[src/rtl/core/hex_color_parse_premultiply_assert.svh]
// assertion macros for the hex colour parser
`ifndef HEX_COLOR_PARSE_PREMULTIPLY_ASSERT_SVH
`define HEX_COLOR_PARSE_PREMULTIPLY_ASSERT_SVH

`ifndef NO_ASSERTIONS
`define HCP_ASSERT_SAME(label, clk, rst_n, cond, prop) \
  label: assert property (@(posedge clk) disable iff (!rst_n) (cond) |-> (prop)) \
    else $error("hcp assertion failed");
`define HCP_ASSERT_NEXT(label, clk, rst_n, cond, prop) \
  label: assert property (@(posedge clk) disable iff (!rst_n) (cond) |=> (prop)) \
    else $error("hcp assertion failed");
`else
`define HCP_ASSERT_SAME(label, clk, rst_n, cond, prop)
`define HCP_ASSERT_NEXT(label, clk, rst_n, cond, prop)
`endif

`endif

[src/rtl/core/hcp_pkg.sv]
// shared types, character codes and helper functions for the hex colour parser
package hcp_pkg;

  localparam logic [7:0] CH_HASH = 8'h23;
  localparam logic [7:0] CH_0    = 8'h30;
  localparam logic [7:0] CH_9    = 8'h39;
  localparam logic [7:0] CH_UA   = 8'h41;
  localparam logic [7:0] CH_UF   = 8'h46;
  localparam logic [7:0] CH_LA   = 8'h61;
  localparam logic [7:0] CH_LF   = 8'h66;

  localparam logic [3:0] COUNT_SAT = 4'd10;
  localparam logic [3:0] LEN_RGB   = 4'd3;
  localparam logic [3:0] LEN_RGBA  = 4'd4;
  localparam logic [3:0] LEN_RRGGBB   = 4'd6;
  localparam logic [3:0] LEN_RRGGBBAA = 4'd8;

  localparam logic [7:0] ALPHA_OPAQUE = 8'hff;

  typedef struct packed {
    logic       ok;
    logic [7:0] red;
    logic [7:0] green;
    logic [7:0] blue;
    logic [7:0] alpha;
  } hcp_color_t;

  typedef struct packed {
    logic       valid;
    logic [3:0] value;
  } hcp_digit_t;

  function automatic hcp_digit_t hex_digit(input logic [7:0] c);
    hcp_digit_t d;
    logic [7:0] diff;
    d    = '0;
    diff = '0;
    case (c) inside
      [CH_0:CH_9]: begin
        diff = c - CH_0;
        d.valid = 1'b1;
        d.value = diff[3:0];
      end
      [CH_LA:CH_LF]: begin
        diff = c - CH_LA + 8'd10;
        d.valid = 1'b1;
        d.value = diff[3:0];
      end
      [CH_UA:CH_UF]: begin
        diff = c - CH_UA + 8'd10;
        d.valid = 1'b1;
        d.value = diff[3:0];
      end
      default: begin
        d = '0;
      end
    endcase
    return d;
  endfunction

  // round(c*a/255), exact for 8-bit operands
  function automatic logic [7:0] premul(input logic [7:0] c, input logic [7:0] a);
    logic [15:0] p;
    logic [16:0] t;
    logic [16:0] s;
    p = 16'(c) * 16'(a);
    t = {1'b0, p} + 17'd128;
    s = t + (t >> 8);
    return s[15:8];
  endfunction

endpackage

[src/rtl/core/hcp_parse.sv]
// character counter, hex accumulator and length decode for one colour text
module hcp_parse (
  input  logic               clk,
  input  logic               rst_n,
  input  logic               step,
  input  logic [7:0]         ch,
  input  logic               is_last,
  output hcp_pkg::hcp_color_t color
);
  import hcp_pkg::*;

  logic [3:0]  count_r, count_nxt;
  logic [31:0] accum_r, accum_nxt;
  logic        bad_r, bad_nxt;
  hcp_digit_t  digit;
  hcp_color_t  dec;

  always_comb begin
    digit     = hex_digit(ch);
    bad_nxt   = bad_r;
    accum_nxt = accum_r;
    if (count_r == 4'd0) begin
      if (ch != CH_HASH) begin
        bad_nxt = 1'b1;
      end
    end else if (!digit.valid) begin
      bad_nxt = 1'b1;
    end else begin
      accum_nxt = {accum_r[27:0], digit.value};
    end
    count_nxt = (count_r >= COUNT_SAT) ? COUNT_SAT : count_r + 4'd1;
  end

  // expand by length; short forms repeat each nibble
  always_comb begin
    dec       = '0;
    dec.ok    = !bad_nxt;
    dec.alpha = ALPHA_OPAQUE;
    case (count_r)
      LEN_RGB: begin
        dec.red   = {2{accum_nxt[11:8]}};
        dec.green = {2{accum_nxt[7:4]}};
        dec.blue  = {2{accum_nxt[3:0]}};
      end
      LEN_RGBA: begin
        dec.red   = {2{accum_nxt[15:12]}};
        dec.green = {2{accum_nxt[11:8]}};
        dec.blue  = {2{accum_nxt[7:4]}};
        dec.alpha = {2{accum_nxt[3:0]}};
      end
      LEN_RRGGBB: begin
        dec.red   = accum_nxt[23:16];
        dec.green = accum_nxt[15:8];
        dec.blue  = accum_nxt[7:0];
      end
      LEN_RRGGBBAA: begin
        dec.red   = accum_nxt[31:24];
        dec.green = accum_nxt[23:16];
        dec.blue  = accum_nxt[15:8];
        dec.alpha = accum_nxt[7:0];
      end
      default: begin
        dec.ok = 1'b0;
      end
    endcase
    color = dec.ok ? dec : '0;
  end

  always_ff @(posedge clk) begin
    if (!rst_n) begin
      count_r <= '0;
      accum_r <= '0;
      bad_r   <= 1'b0;
    end else if (step) begin
      if (is_last) begin
        count_r <= '0;
        accum_r <= '0;
        bad_r   <= 1'b0;
      end else begin
        count_r <= count_nxt;
        accum_r <= accum_nxt;
        bad_r   <= bad_nxt;
      end
    end
  end

endmodule

[src/rtl/core/hex_color_parse_premultiply.sv]
// top level: hex colour text parser with premultiplied alpha result
//
//   channel  direction  handshake          payload
//   in_      input      in_valid/in_stall   ch[7:0], is_last
//   out_     output     out_valid/out_stall ok, red, green, blue, alpha [7:0]
//
// one character per cycle is taken while in_stall is low, whatever the text length
// after its final character is taken, a result is registered in the decode stage and then in the output stage
// stages: input register, parse and decode register, premultiply output register
// reset clears the character count, accumulator, error flag and all valids
// a stalled result holds; earlier stages keep filling behind it
module hex_color_parse_premultiply (
  input  logic       clk,
  input  logic       rst_n,
  input  logic       in_valid,
  output logic       in_stall,
  input  logic [7:0] in_ch,
  input  logic       in_is_last,
  output logic       out_valid,
  input  logic       out_stall,
  output logic       out_ok,
  output logic [7:0] out_red,
  output logic [7:0] out_green,
  output logic [7:0] out_blue,
  output logic [7:0] out_alpha
);
  import hcp_pkg::*;

  `include "hex_color_parse_premultiply_assert.svh"

  logic       a_valid_r;
  logic [7:0] a_ch_r;
  logic       a_last_r;
  logic       b_valid_r;
  hcp_color_t b_color_r;
  hcp_color_t dec_color;
  logic       out_valid_r;
  hcp_color_t out_color_r;

  logic c_move, b_free, a_move, a_fire, in_xfer, b_fire;

  assign c_move  = !out_valid_r || !out_stall;
  assign b_free  = !b_valid_r || c_move;
  assign a_move  = !a_last_r || b_free;
  assign a_fire  = a_valid_r && a_move;
  assign in_stall = a_valid_r && !a_move;
  assign in_xfer = in_valid && !in_stall;
  assign b_fire  = b_valid_r && c_move;

  hcp_parse u_parse (
    .clk     (clk),
    .rst_n   (rst_n),
    .step    (a_fire),
    .ch      (a_ch_r),
    .is_last (a_last_r),
    .color   (dec_color)
  );

  always_ff @(posedge clk) begin
    if (!rst_n) begin
      a_valid_r   <= 1'b0;
      b_valid_r   <= 1'b0;
      out_valid_r <= 1'b0;
    end else begin
      if (in_xfer) begin
        a_valid_r <= 1'b1;
      end else if (a_fire) begin
        a_valid_r <= 1'b0;
      end
      if (a_fire && a_last_r) begin
        b_valid_r <= 1'b1;
      end else if (b_fire) begin
        b_valid_r <= 1'b0;
      end
      if (b_fire) begin
        out_valid_r <= 1'b1;
      end else if (c_move) begin
        out_valid_r <= 1'b0;
      end
    end
  end

  always_ff @(posedge clk) begin
    if (in_xfer) begin
      a_ch_r   <= in_ch;
      a_last_r <= in_is_last;
    end
    if (a_fire && a_last_r) begin
      b_color_r <= dec_color;
    end
    if (b_fire) begin
      out_color_r.ok    <= b_color_r.ok;
      out_color_r.red   <= premul(b_color_r.red, b_color_r.alpha);
      out_color_r.green <= premul(b_color_r.green, b_color_r.alpha);
      out_color_r.blue  <= premul(b_color_r.blue, b_color_r.alpha);
      out_color_r.alpha <= b_color_r.alpha;
    end
  end

  assign out_valid = out_valid_r;
  assign out_ok    = out_color_r.ok;
  assign out_red   = out_color_r.red;
  assign out_green = out_color_r.green;
  assign out_blue  = out_color_r.blue;
  assign out_alpha = out_color_r.alpha;

  // only a final character waiting on a full decode stage holds the input
  `HCP_ASSERT_SAME(a_stall_cause, clk, rst_n, in_stall, a_valid_r && a_last_r && b_valid_r)
  `HCP_ASSERT_SAME(a_bad_zero, clk, rst_n, out_valid && !out_ok,
    (out_red == 8'd0) && (out_green == 8'd0) && (out_blue == 8'd0) && (out_alpha == 8'd0))
  `HCP_ASSERT_SAME(a_premul_bound, clk, rst_n, out_valid && out_ok,
    (out_red <= out_alpha) && (out_green <= out_alpha) && (out_blue <= out_alpha))
  `HCP_ASSERT_NEXT(a_decode_to_out, clk, rst_n, b_valid_r && c_move, out_valid)

endmodule

[config.mk]
export PLATFORM = sky130hd
export DESIGN_NAME = hex_color_parse_premultiply
export DESIGN_NICKNAME = d
export VERILOG_FILES = /design/src/rtl/core/hcp_pkg.sv /design/src/rtl/core/hcp_parse.sv /design/src/rtl/core/hex_color_parse_premultiply.sv
export VERILOG_INCLUDE_DIRS = /design/src /design/src/rtl/core
export SDC_FILE = /design/constraint.sdc
export NUM_CORES = 1
export LEC_CHECK = 0
export BUFFER_PORTS_ARGS = -buffer_cell sky130_fd_sc_hd__buf_2
export CORE_MARGIN = 1
export CORE_UTILIZATION = 55
export DETAILED_ROUTE_END_ITERATION = 10
export PLACE_DENSITY_LB_ADDON = 0.15
export SLEW_MARGIN = 20
export SYNTH_ARGS = -nofsm -noshare
export SYNTH_HDL_FRONTEND = slang
export SYNTH_SLANG_ARGS = --single-unit
[constraint.sdc]
create_clock -name clk -period 12.6 [get_ports clk]
set_input_delay 2.52 -clock clk [delete_from_list [all_inputs] [get_ports clk]]
set_output_delay 2.52 -clock clk [all_outputs]
set_load 0.01 [all_outputs]
### After elaboration in Yosys (flattened, before gate mapping)

Index checks and enable logic that the tools add are counted.
Widths: inputs -> output; s select.

| cells by class | value |
|---|---|
| muxes and demuxes | 22 |
| equality and inequality tests | 5 |
| $add $sub $neg | 12 |
| multiply operators | 3 |
| reduce and logical (&&, ||, !) cells | 23 |
| $lt $le $gt $ge | 7 |

Operator list:

| operator | number |
|---|---|
| $mux 32 | 3 |
| $pmux 24 s4 | 1 |
| $add 16x8->17 const B | 3 |
| $add 16x9->16 | 3 |
| $mul 8x8->16 | 3 |
| $mux 33 | 1 |
| $ge 8x7->1 const B | 2 |
| $le 8x7->1 const B | 2 |
| $pmux 8 s2 | 1 |
| $mux 5 | 3 |
| $sub 4x1->4 const B | 3 |
| $mux 1 | 11 |
| $add 4x4->4 const B | 2 |
| $eq 4x3->1 const B | 2 |
| $ge 8x6->1 const B | 1 |
| $le 8x6->1 const B | 1 |
| $logic_and 1x1->1 | 8 |
| $mux 4 | 2 |
| $ne 8x6->1 const B | 1 |
| $logic_not 1->1 | 7 |
| $reduce_bool 2->1 | 3 |
| $add 4x1->4 const B | 1 |
| $eq 4x2->1 const B | 1 |
| $eq 4x4->1 const B | 1 |
| other kinds (4) | 6 |

| word-level totals | value |
|---|---|
| flip-flop bits (word level) | 115 |
| bits of input ports | 13 |
| word-level logic and storage cells | 90 |

### Longest topological paths before layout

Gate-level depths: netlist of the first run.

| depth | value |
|---|---|
| word-level depth | 10 |
| gate-level depth with buffers | 29 |
| gate-level depth less buffers | 27 |

### By module

From an unflattened synthesis of the first run, not the netlist that was laid out.

| second synthesis, totals | value |
|---|---|
| cell total of the unflattened synthesis | 1,415 |
| area, all modules | 13,506.7 um2 |

Modules (own cells, without submodules):

| module | instances | cells an instance | area each (um2) |
|---|---|---|---|
| hex_color_parse_premultiply | 1 | 1,067 | 10,598.9 |
| hcp_parse | 1 | 348 | 2,907.8 |

### Worst setup path before layout of the first run

OpenSTA, ideal clock, no wires.

| timing | value |
|---|---|
| path kind | register to register |
| start | reg b_color_r[5] (netlist name) |
| end | reg out_color_r (netlist bit out_blue[4]), data pin |
| data required time | 12,334 ps |
| stages on the path, launching flop included | 23 |
| slack | 6,286 ps |
| setup time | 266 ps |
| buffers on the path | 1 |
| clock period less this slack | 6,314 ps |
| arrival | 6,049 ps |
| cell sequence | edfxtp_1 -> clkbuf_1 -> nand2_1 -> fa_1 -> fa_1 -> inv_1 -> fa_1 -> inv_1 -> fa_1 -> inv_1 -> ha_1 -> or2_2 -> o311a_1 -> o21a_1 -> o41a_1 -> xnor2_2 -> inv_2 -> ha_1 -> a21oi_1 -> nand3_1 -> a2111oi_2 -> nor3_1 -> or3b_1 |

| on the way | value |
|---|---|
| cells in the longest elaborated chain, start to end | 3 |

RTL lines:

| what | line | RTL |
|---|---|---|
| start: declaration | hex_color_parse_premultiply.sv:35 | `hcp_color_t b_color_r;` |
| start signal: assignment | hex_color_parse_premultiply.sv:89 | `b_color_r <= dec_color;` |
| $mul 8x8->16 | hcp_pkg.sv:66 | `p = 16'(c) * 16'(a);` |
| $add 16x8->17 | hcp_pkg.sv:67 | `t = {1'b0, p} + 17'd128;` |
| $add 16x9->16 | hcp_pkg.sv:68 | `s = t + (t >> 8);` |
| end: declaration | hex_color_parse_premultiply.sv:38 | `hcp_color_t out_color_r;` |

No other way between the ends.
A chain may end at the register's enable or synchronous reset.

### Final worst setup path of the first run

| timing | value |
|---|---|
| start | reg b_color_r[5] (netlist name) |
| end | reg out_color_r (netlist bit out_blue[7]), data pin |

Same word-level chain as after synthesis.

==> impl_results.md, run 1 <==
* Peak VDD IR at 122 uV
* Clk_lat worst skew at 0.43 ns
* WS Path Type: flop to flop
* First-pass GRT wire length at 46,600 um
* CP Capture Type: flop
* Clock net sink count at 115
* Most instantiated cells after synthesis: 192 x inv_1, 173 x and2_1, 157 x ha_1, 127 x nand2_1, 111 x fa_1
* Fraction of registers with async set/reset at 0
* Post-synth top area cell: edfxtp_1
* Final Hold Fails at 0
* Post-synthesis mux area share at 0.0261
* TritonCTS clock tree: built
* Clock Skews at 0.0117 ns
* Area after DPL at 13,500 sq um
* CP arrival at 7.21 ns
* Cell Area, Synth at 13,000 sq um
* DRC viols at 0
* Req. time, crit path at 12.76 ns
* Static leakage at 6.54 nW
* Antenna Nets Post-Route at 0
* Area Growth Syn to Fin at 8.30%
* Buffers on Ports at 47
* Primary FF master, synth: edfxtp_1
* Post-DP HPWL at 21,000 um
* Post-synth cell types at 70
* Max-cap viol count at 0
* TritonCTS Buffers at 17
* Diode count at 0
* Largest cells by area after synthesis: edfxtp_1 17%, fa_1 17%, ha_1 15%
* Outcome: finished clean
* Die H at 156 um
* CTS Hold Bufs at 0
* Starting Density at 0.568
* Pwr/cell area at 144 nW/um^2
* GRT Total Usage at 0.243
* Die Wd at 156 um
* Power, Total at 2.03 mW
* Synth Area in Adders at 0.322
* Number of flops mapped to enable cells by yosys at 75
* Non-Filler Instances at 1,754
* Worst Max-Slew Pin Slew at 0.887 ns
* Syn_nets at 1,681
* Slew Limit Fails at 0
* CORE AREA at 22,900 sq um
* Final Setup Violations at 0
* Final RePlAce weighted congestion at 0.897
* Mapped Avg Cell Area at 9.30 sq um
* Share of layout cells above drive strength 1 at 0.0736
* # IOs at 48
* Routed WL at 27,900 um
* Clk slew on worst S/H paths at 0.06 ns
* Period utilization at 0.560
* Post-synth top area share at 0.173
* RSZ-0062 raised after global routing: false
* Fmax at 0.142 GHz
* Worst Hold Class: flop to flop
* CP startpoint kind: flop
* Compound-Gate Fraction of Synth Area at 0.132
* Gate Count Post-Synth at 1,400
* Count leader, synth: inv_1
* Vias at 9,882
* Min Clock Period, post-route at 7.05 ns
* Setup repair bufs after CTS at 0
* Resize count post-CTS at 0
* Initial antenna violation count at 0
* Vias in the first global route at 9,761
* Drt wl/cell at 15.9 um
* Seq/Total Area, Yosys at 0.235
* Post-route cell area at 14,100 sq um
* GRT Residual Overflow at 0
* H-tree levels at 4
* Clock Tree Buf Depth at 2
* YS warnings at 0
* Final design utilization at 0.615
* Pin count of the biggest net entering global routing at 40
* Dpl cells at 1,722
* Relative slew slack at 0.408
* Critical path peak fanout at 25
* Row cnt at 55
* #FFs+latches synth at 115
* Die ar. at 24,300 sq um
* Xor/xnor cell area share of the yosys netlist at 0.0377
* Setup_tns at 0 ns
* Drt first-iter violations at 599
* Nets at 1,709
* Drt first pass iters at 5
* CTS root buffer: clkbuf_16
* Vias per cell at 5.63
* Largest family of logic cells by synthesized area: adder cells
* Simple-gate area share of the yosys netlist at 0.179
==> worst max-delay path, cell delays in order, from the launching register on <==
cell,delay (ns)
edfxtp_1,0.83
nand2_1,0.18
fa_1,0.53
fa_1,0.49
inv_1,0.05
fa_1,0.52
inv_1,0.05
fa_1,0.53
inv_1,0.04
ha_1,0.34
or2_2,0.33
o311ai_1,0.16
a21o_1,0.24
a21oi_1,0.07
o21ai_0,0.15
nand2b_1,0.08
a21oi_1,0.17
xnor2_1,0.11
ha_1,0.46
nand2_1,0.12
a2111oi_0,0.37
nor2_1,0.11
o32ai_2,0.43
nor3b_1,0.31
xor2_1,0.10
==> logic make-up after synthesis <==
logic type               after synthesis
flip-flops                           115
AO/OA/AOI/OAI                        254
AND/OR/NAND/NOR                      441
adder cells (fa/ha/maj)              268
buffers and inverters                237
multiplexers                          34
XOR/XNOR                              51
==> through the flow <==
stage                     hold slack (ns)  worst slack (ns)
final                               0.436              5.55
after global routing                0.457              5.21
after CTS                           0.441              5.65
after detailed placement            0.408              5.65
after global placement              0.416              5.81
after floorplan                     0.400              6.29
==> state kept, by name, summed over array words and instances, names as in the netlist <==
signal,cells
a_last_r,1
u_parse.bad_r,1
out_valid,1
out_ok,1
b_color_r,33
u_parse.count_r,4
out_alpha,8
a_valid_r,1
out_blue,8
out_red,8
a_ch_r,8
u_parse.accum_r,32
out_green,8
b_valid_r,1
==> path summary, 6_finish.rpt <==
path / startpoint / endpoint / slack (ns) / depth (start not counted)
worst max-delay path: b_color_r[5]$_SDFFCE_PN0P_ / out_blue[7]$_DFFE_PP_ / 5.55 / 24
worst min-delay path: b_color_r[32]$_DFFE_PP_ / out_ok$_DFFE_PP_ / 0.44 / 0
worst max register to register: b_color_r[5]$_SDFFCE_PN0P_ / out_blue[7]$_DFFE_PP_ / 5.55 / 24
worst min register to register: b_color_r[32]$_DFFE_PP_ / out_ok$_DFFE_PP_ / 0.44 / 0
==> where the power goes <==
part	internal [mW]	switching, mW
Sequential	0.448	0.0153
Combinational	0.447	0.655
Clock	0.265	0.199
Total	1.16	0.869
==> area by class of cell <==
type | count | area [sq um]
Clock buffer | 20 | 457
Clock inverter | 12 | 91.3
Fill cell | 1972 | 8820
Inverter | 193 | 724
Multi-Input combinational cell | 1048 | 9100
Sequential cell | 115 | 3050
Tap cell | 313 | 392
Timing Repair Buffer | 53 | 280
==> metal layers <==
metal	wire, um	track usage	vias up	part of all wire
met5	0	0	-	0
met2	13600	0.419	250	0.49
met3	1150	0.0289	54	0.041
li1	-	-	4805	-
met4	771	0.0924	0	0.028
met1	12400	0.312	4773	0.44
==> layout by cell type (no fill, tap or decap), drive strengths merged, types with 9 or more instances in the layout <==
cell / count
nor2b: 10
and2: 173
nand2: 127
xnor2: 34
nand4: 9
edfxtp: 75
a21oi: 68
mux2i: 34
nand3: 15
buf: 53
nor2: 44
inv: 202
fa: 111
dfxtp: 40
xor2: 15
o21ai: 62
nor3: 21
and3: 10
o22a: 36
ha: 157
clkbuf: 20
a21o: 16
(Power assumes the default switching activity.)
==> run 2: changes to the inputs <==
==> constraint.sdc (replaced) <==
create_clock -name clk -period 5.9 [get_ports clk]
set_input_delay 1.18 -clock clk [delete_from_list [all_inputs] [get_ports clk]]
set_output_delay 1.18 -clock clk [all_outputs]
set_load 0.01 [all_outputs]
==> impl_results.md, run 2 (synthesized netlist as in run 1, its figures left out) <==
* Outcome: complete, but fails checks
* Failing checks: setup timing
* Vias in the first global route at 10,300 (+5.5%)
* RSZ-0062 raised after global routing: true
* # IOs at 48 (unchanged)
* Static leakage at 7.44 nW (+14%)
* Final RePlAce weighted congestion at 0.888 (-1.1%)
* Peak VDD IR at 377 uV (+210%)
* Hold Startpoint: b_color_r[32]$_DFFE_PP_
* CP cell instances: nand2_2, fa_1, fa_1, inv_2, fa_1, inv_2, fa_1, inv_2, ha_4, or2_4, o311a_1, o21a_2, o41a_1, xnor2_2, inv_2, ha_4, nand2_2, a21o_1, nand3_2, a2111oi_4, nor3_1, or3b_1
* Die ar. at 24,300 sq um (unchanged)
* TritonCTS clock tree: built
* Sw frac at 0.408 (-0.0202)
* Final Setup Violations at 1 (+1)
* Worst Hold Class: flop to flop
* Pwr/cell area at 345 nW/um^2 (+140%)
* Filler cell count at 1,752 (-11%)
* GRT Residual Overflow at 0 (unchanged)
* Min Clock Period, post-route at 5.92 ns (-1.13 ns)
* Combinational share of power at 0.630 (+0.087)
* Share of layout cells above drive strength 1 at 0.237 (+0.163)
* Buffers on Ports at 47 (unchanged)
* Final Hold Fails at 0 (unchanged)
* GRT Total Usage at 0.250 (+0.00691)
* Largest Register: b_color_r
* First-pass GRT wire length at 48,700 um (+4.4%)
* Area Growth Syn to Fin at 23.8%
* Clock Tree Buf Depth at 2 (unchanged)
* Antenna Nets Post-Route at 0 (unchanged)
* Max-cap viol count at 0 (unchanged)
* Fmax at 0.169 GHz (+19%)
* Register share of total power at 0.176 (-0.052)
* Drt first-iter violations at 478 (-20%)
* CP arrival at 6.10 ns (-1.11 ns)
* Clk_lat worst skew at 0.43 ns (about the same)
* Starting Density at 0.568 (unchanged)
* Crit path launch: b_color_r[11]$_SDFFCE_PN0P_
* FF-to-FF path depth at 22 (-8.3%)
* Pin count of the biggest net entering global routing at 40 (unchanged)
* Post-DP HPWL at 21,900 um (+3.9%)
* Period utilization at 1.00 (+0.443)
* Row cnt at 55 (unchanged)
* Clock Skews at 0.0138 ns (+0.00207 ns)
* Req. time, crit path at 6.08 ns (-6.68 ns)
* CP startpoint kind: flop
* Switching pwr at 2.27 mW (+160%)
* CP max stage cell: fa_1
* Vias at 10,600 (+6.8%)
* R2R setup slack at -0.02 ns (-5.57 ns)
* R2R Path Start: b_color_r[11]$_SDFFCE_PN0P_
* Die Wd at 156 um (unchanged)
* Drt first pass iters at 7 (+2)
* Routed WL at 30,300 um (+8.7%)
* Initial antenna violation count at 0 (unchanged)
* Setup_tns at -0.0155 ns (-0.0155 ns)
* Nets at 1,867 (+9.2%)
* Area after DPL at 14,500 sq um (+7.2%)
* FF-to-FF End: out_blue[4]$_DFFE_PP_
* TritonCTS Buffers at 17 (unchanged)
* Max FFs per register at 33 (unchanged)
* Crit path capture: out_blue[4]$_DFFE_PP_
* Pre-CTS setup slack at -0.195 ns (-5.84 ns)
* CTS root buffer: clkbuf_16
* Final WS setup at -0.0155 ns (-5.57 ns)
* Pint at 3.29 mW (+180%)
* CP Capture Type: flop
* Vias per cell at 5.52 (-2.0%)
* Power, Total at 5.55 mW (+170%)
* Drt wl/cell at 15.8 um (-0.27%)
* H-tree levels at 4 (unchanged)
* Die H at 156 um (unchanged)
* Diode count at 0 (unchanged)
* WS Path Type: flop to flop
* Clock net sink count at 115 (unchanged)
* Clock Power Share at 0.195 (-0.034)
* Worst Max-Slew Pin Slew at 1.08 ns (+0.190 ns)
* Post-route cell area at 16,100 sq um (+14%)
* DRC viols at 0 (unchanged)
* Relative slew slack at 0.282 (-0.127)
* Largest registers: b_color_r x33, u_parse.accum_r x32
* Slowest stage delay, CP at 0.55 ns (-0.28 ns)
* Clk slew on worst S/H paths at 0.07 ns (about the same)
* Most frequent cells in the layout: 180 x inv_1, 167 x and2_1, 144 x buf_4, 139 x ha_1, 119 x nand2_1
* CORE AREA at 22,900 sq um (unchanged)
* Slew Limit Fails at 0 (unchanged)
* Most common cell after layout, fill and taps aside: inv_1
* CTS Hold Bufs at 0 (unchanged)
* Critical path peak fanout at 8 (-68%)
==> run 2: cell type report <==
cell class	count	area [sq um]	area share
multi-input cells	1048	9780	0.607
flip-flops and latches	115	3050	0.189
repair buffers	211	1570	0.0975
inverters	193	724	0.0449
clock buffers	18	450	0.0279
well taps	313	392	0.0243
clock inverters	14	151	0.00939
==> run 2: through the flow <==
stage / utilization / cells / hold slack [ns]
after floorplan: - / 1400 / 0.400
after global placement: 0.634 / 1836 / 0.410
after detailed placement: 0.634 / 1836 / 0.414
after CTS: 0.672 / 1884 / 0.434
after global routing: 0.703 / 1912 / 0.443
final: 0.703 / 1912 / 0.427
==> run 2: critical path: cells and delay by family (launching register included) <==
family          cells  cell delay [ns]
xor+xnor            1             0.17
buf+inv             4             0.21
fa+ha+maj           6             2.53
simple gates        6             0.94
compound gates      5             1.32
flops               1             0.50
==> run 2: repair_timing <==
item | in CTS | in global routing
setup buffers | 16 | 28
pin swaps | 28 | 63
gates resized for setup | 33 | 115
gates cloned | 0 | 0
setup endpoints to repair | 19 | 24
==> run 2: power by group through the flow <==
stage	registers, mW	clock network [mW]	logic, mW
floorplan	1.00	0	1.94
global placement	0.994	0	2.81
detailed placement	0.994	0	2.85
CTS	0.975	1.10	3.03
global route	0.979	1.13	3.83
finish	0.976	1.08	3.50
==> run 2: layer usage <==
layer / track usage / part of all wire / vias up
met5: 0 / 0 / -
met2: 0.439 / 0.51 / 261
met4: 0.0719 / 0.017 / 0
li1: - / - / 5114
met3: 0.0278 / 0.036 / 52
met1: 0.325 / 0.43 / 5127
==> run 2: worst min-delay path by stage <==
| stage | slack [ns] | to | depth (start not counted) |
|---|---|---|---|
| floorplan | 0.40 | out_ok$_DFFE_PP_ | 0 |
| global route | 0.44 | out_ok$_DFFE_PP_ | 0 |
| CTS | 0.43 | out_ok$_DFFE_PP_ | 0 |
| finish | 0.43 | out_ok$_DFFE_PP_ | 0 |
| detailed placement | 0.41 | out_ok$_DFFE_PP_ | 0 |
| global placement | 0.41 | out_ok$_DFFE_PP_ | 0 |
==> run 3: changes to the inputs <==
==> constraint.sdc (replaced) <==
create_clock -name clk -period 4.95 [get_ports clk]
set_input_delay 0.99 -clock clk [delete_from_list [all_inputs] [get_ports clk]]
set_output_delay 0.99 -clock clk [all_outputs]
set_load 0.01 [all_outputs]
==> impl_results.md, run 3 (synthesized netlist as in run 1, its figures left out) <==
* Outcome: complete, but fails checks
* Failing checks: setup timing
* Antenna Nets Post-Route at 0 (unchanged)
* RSZ-0062 raised after global routing: true
* Diode count at 0 (unchanged)
* Post-DP HPWL at 22,800 um (+4.5%)
* Slew Limit Fails at 0 (unchanged)
* Drt first-iter violations at 527 (+10%)
* Max-cap viol count at 0 (unchanged)
* Final Setup Violations at 24 (+23)
* Peak VDD IR at 339 uV (-10%)
* Sw frac at 0.409 (+0.000617)
* Clk_lat worst skew at 0.44 ns (about the same)
* CTS root buffer: clkbuf_16
* Most frequent cells in the layout: 227 x buf_4, 165 x inv_1, 161 x and2_1, 134 x ha_1, 113 x nand2_1
* CP arrival at 6.08 ns (-0.02 ns)
* Die H at 156 um (unchanged)
* H-tree levels at 4 (unchanged)
* Req. time, crit path at 5.14 ns (-0.94 ns)
* WS Path Type: flop to flop
* Final WS setup at -0.936 ns (-0.921 ns)
* Drt wl/cell at 16.5 um (+4.4%)
* Largest Register: b_color_r
* Nets at 1,963 (+5.1%)
* Fmax at 0.170 GHz (+0.50%)
* Largest registers: b_color_r x33, u_parse.accum_r x32
* TritonCTS clock tree: built
* Most common cell after layout, fill and taps aside: buf_4
* Switching pwr at 3.04 mW (+34%)
* Dpl cells at 1,901 (+3.5%)
* Worst Max-Slew Pin Slew at 0.895 ns (-0.182 ns)
* Static leakage at 7.94 nW (+6.7%)
* Pre-CTS setup slack at -1.09 ns (-0.892 ns)
* Worst Hold Class: flop to flop
* Row cnt at 55 (unchanged)
* Area after DPL at 15,200 sq um (+4.6%)
* Die Wd at 156 um (unchanged)
* Starting Density at 0.568 (unchanged)
* Register share of total power at 0.156 (-0.020)
* Vias in the first global route at 11,100 (+7.6%)
* Vias per cell at 5.53 (+0.26%)
* Clock net sink count at 115 (unchanged)
* CORE AREA at 22,900 sq um (unchanged)
* Relative slew slack at 0.402 (+0.120)
* Initial antenna violation count at 0 (unchanged)
* Post-route cell area at 17,100 sq um (+6.2%)
* Area Growth Syn to Fin at 31.5%
* Buffers on Ports at 47 (unchanged)
* Period utilization at 1.19 (+0.187)
* Min Clock Period, post-route at 5.89 ns (-0.0292 ns)
* Vias at 11,100 (+5.3%)
* CP Capture Type: flop
* Critical path peak fanout at 5 (-3)
* Share of layout cells above drive strength 1 at 0.310 (+0.0733)
* Setup_tns at -19.53 ns (-19.51 ns)
* Pint at 4.40 mW (+34%)
* Non-Filler Instances at 2,008 (+5.0%)
* First-pass GRT wire length at 52,000 um (+6.8%)
* Pwr/cell area at 435 nW/um^2 (+26%)
* Pin count of the biggest net entering global routing at 40 (unchanged)
* Clock Power Share at 0.164 (-0.031)
* Die ar. at 24,300 sq um (unchanged)
* GRT Residual Overflow at 0 (unchanged)
* # IOs at 48 (unchanged)
* Clock Skews at 0.0162 ns (+0.00242 ns)
* Max FFs per register at 33 (unchanged)
* DRC viols at 0 (unchanged)
* Final RePlAce weighted congestion at 0.882 (-0.64%)
* TritonCTS Buffers at 17 (unchanged)
* GRT Total Usage at 0.269 (+0.0187)
* Final design utilization at 0.747 (+0.0438)
* CTS Hold Bufs at 0 (unchanged)
* Clock Tree Buf Depth at 2 (unchanged)
* CP startpoint kind: flop
* Hold Slack at 0.459 ns (+0.0317 ns)
* Drt first pass iters at 5 (-2)
* Power, Total at 7.44 mW (+34%)
* Routed WL at 33,200 um (+9.7%)
* Combinational share of power at 0.679 (+0.049)
* Clk slew on worst S/H paths at 0.07 ns (about the same)
* Final Hold Fails at 0 (unchanged)
## run 3: metal layers
metal  vias up  track usage  wire [um]
li1       5310            -          -
met1      5465        0.339      14200
met2       266        0.475      16900
met3        72       0.0356       1250
met4         0       0.0859        867
met5         -            0          0
## run 3: final timing paths
kind | slack [ns] | end | startpoint | cells after the start
max | -0.94 | out_blue[4]$_DFFE_PP_ | b_color_r[2]$_SDFFCE_PN0P_ | 23
min | 0.46 | out_ok$_DFFE_PP_ | b_color_r[32]$_DFFE_PP_ | 0
max reg2reg | -0.94 | out_blue[4]$_DFFE_PP_ | b_color_r[2]$_SDFFCE_PN0P_ | 23
min reg2reg | 0.46 | out_ok$_DFFE_PP_ | b_color_r[32]$_DFFE_PP_ | 0
## run 3: area by class of cell
type	count	area, sq um
repair buffers	307	2340
flip-flops and latches	115	3050
clock buffers	18	439
fillers	1533	5790
well taps	313	392
clock inverters	14	118
multi-input cells	1048	10100
inverters	193	724
## run 3: what timing repair did
| action | CTS | global route |
|---|---|---|
| resized for setup | 67 | 110 |
| cloned | 0 | 0 |
| hold endpoints to repair | 0 | 0 |
| pin swaps | 78 | 104 |
| setup endpoints to repair | 24 | 24 |
| buffers inserted | 42 | 38 |
## run 3: power by group through the flow
| stage | combinational, mW | clock, mW | sequential (mW) |
|---|---|---|---|
| floorplan | 2.50 | 0 | 1.19 |
| global placement | 3.79 | 0 | 1.18 |
| detailed placement | 3.88 | 0 | 1.19 |
| CTS | 4.36 | 1.22 | 1.16 |
| global route | 5.47 | 1.26 | 1.17 |
| finish | 5.06 | 1.22 | 1.16 |
## run 3: critical path, cell delays in order (launching register included)
cell       delay, ns
edfxtp_1        0.41
buf_6           0.16
buf_6           0.12
nand2_2         0.05
fa_1            0.43
fa_1            0.51
inv_2           0.04
fa_1            0.52
inv_1           0.05
fa_1            0.49
inv_2           0.05
ha_4            0.20
or2_4           0.24
o311a_1         0.15
o21a_1          0.23
o41a_1          0.36
xnor2_2         0.19
inv_2           0.08
ha_4            0.23
a21oi_4         0.17
nand3_2         0.11
a2111oi_4       0.41
nor3_1          0.09
or3b_1          0.36
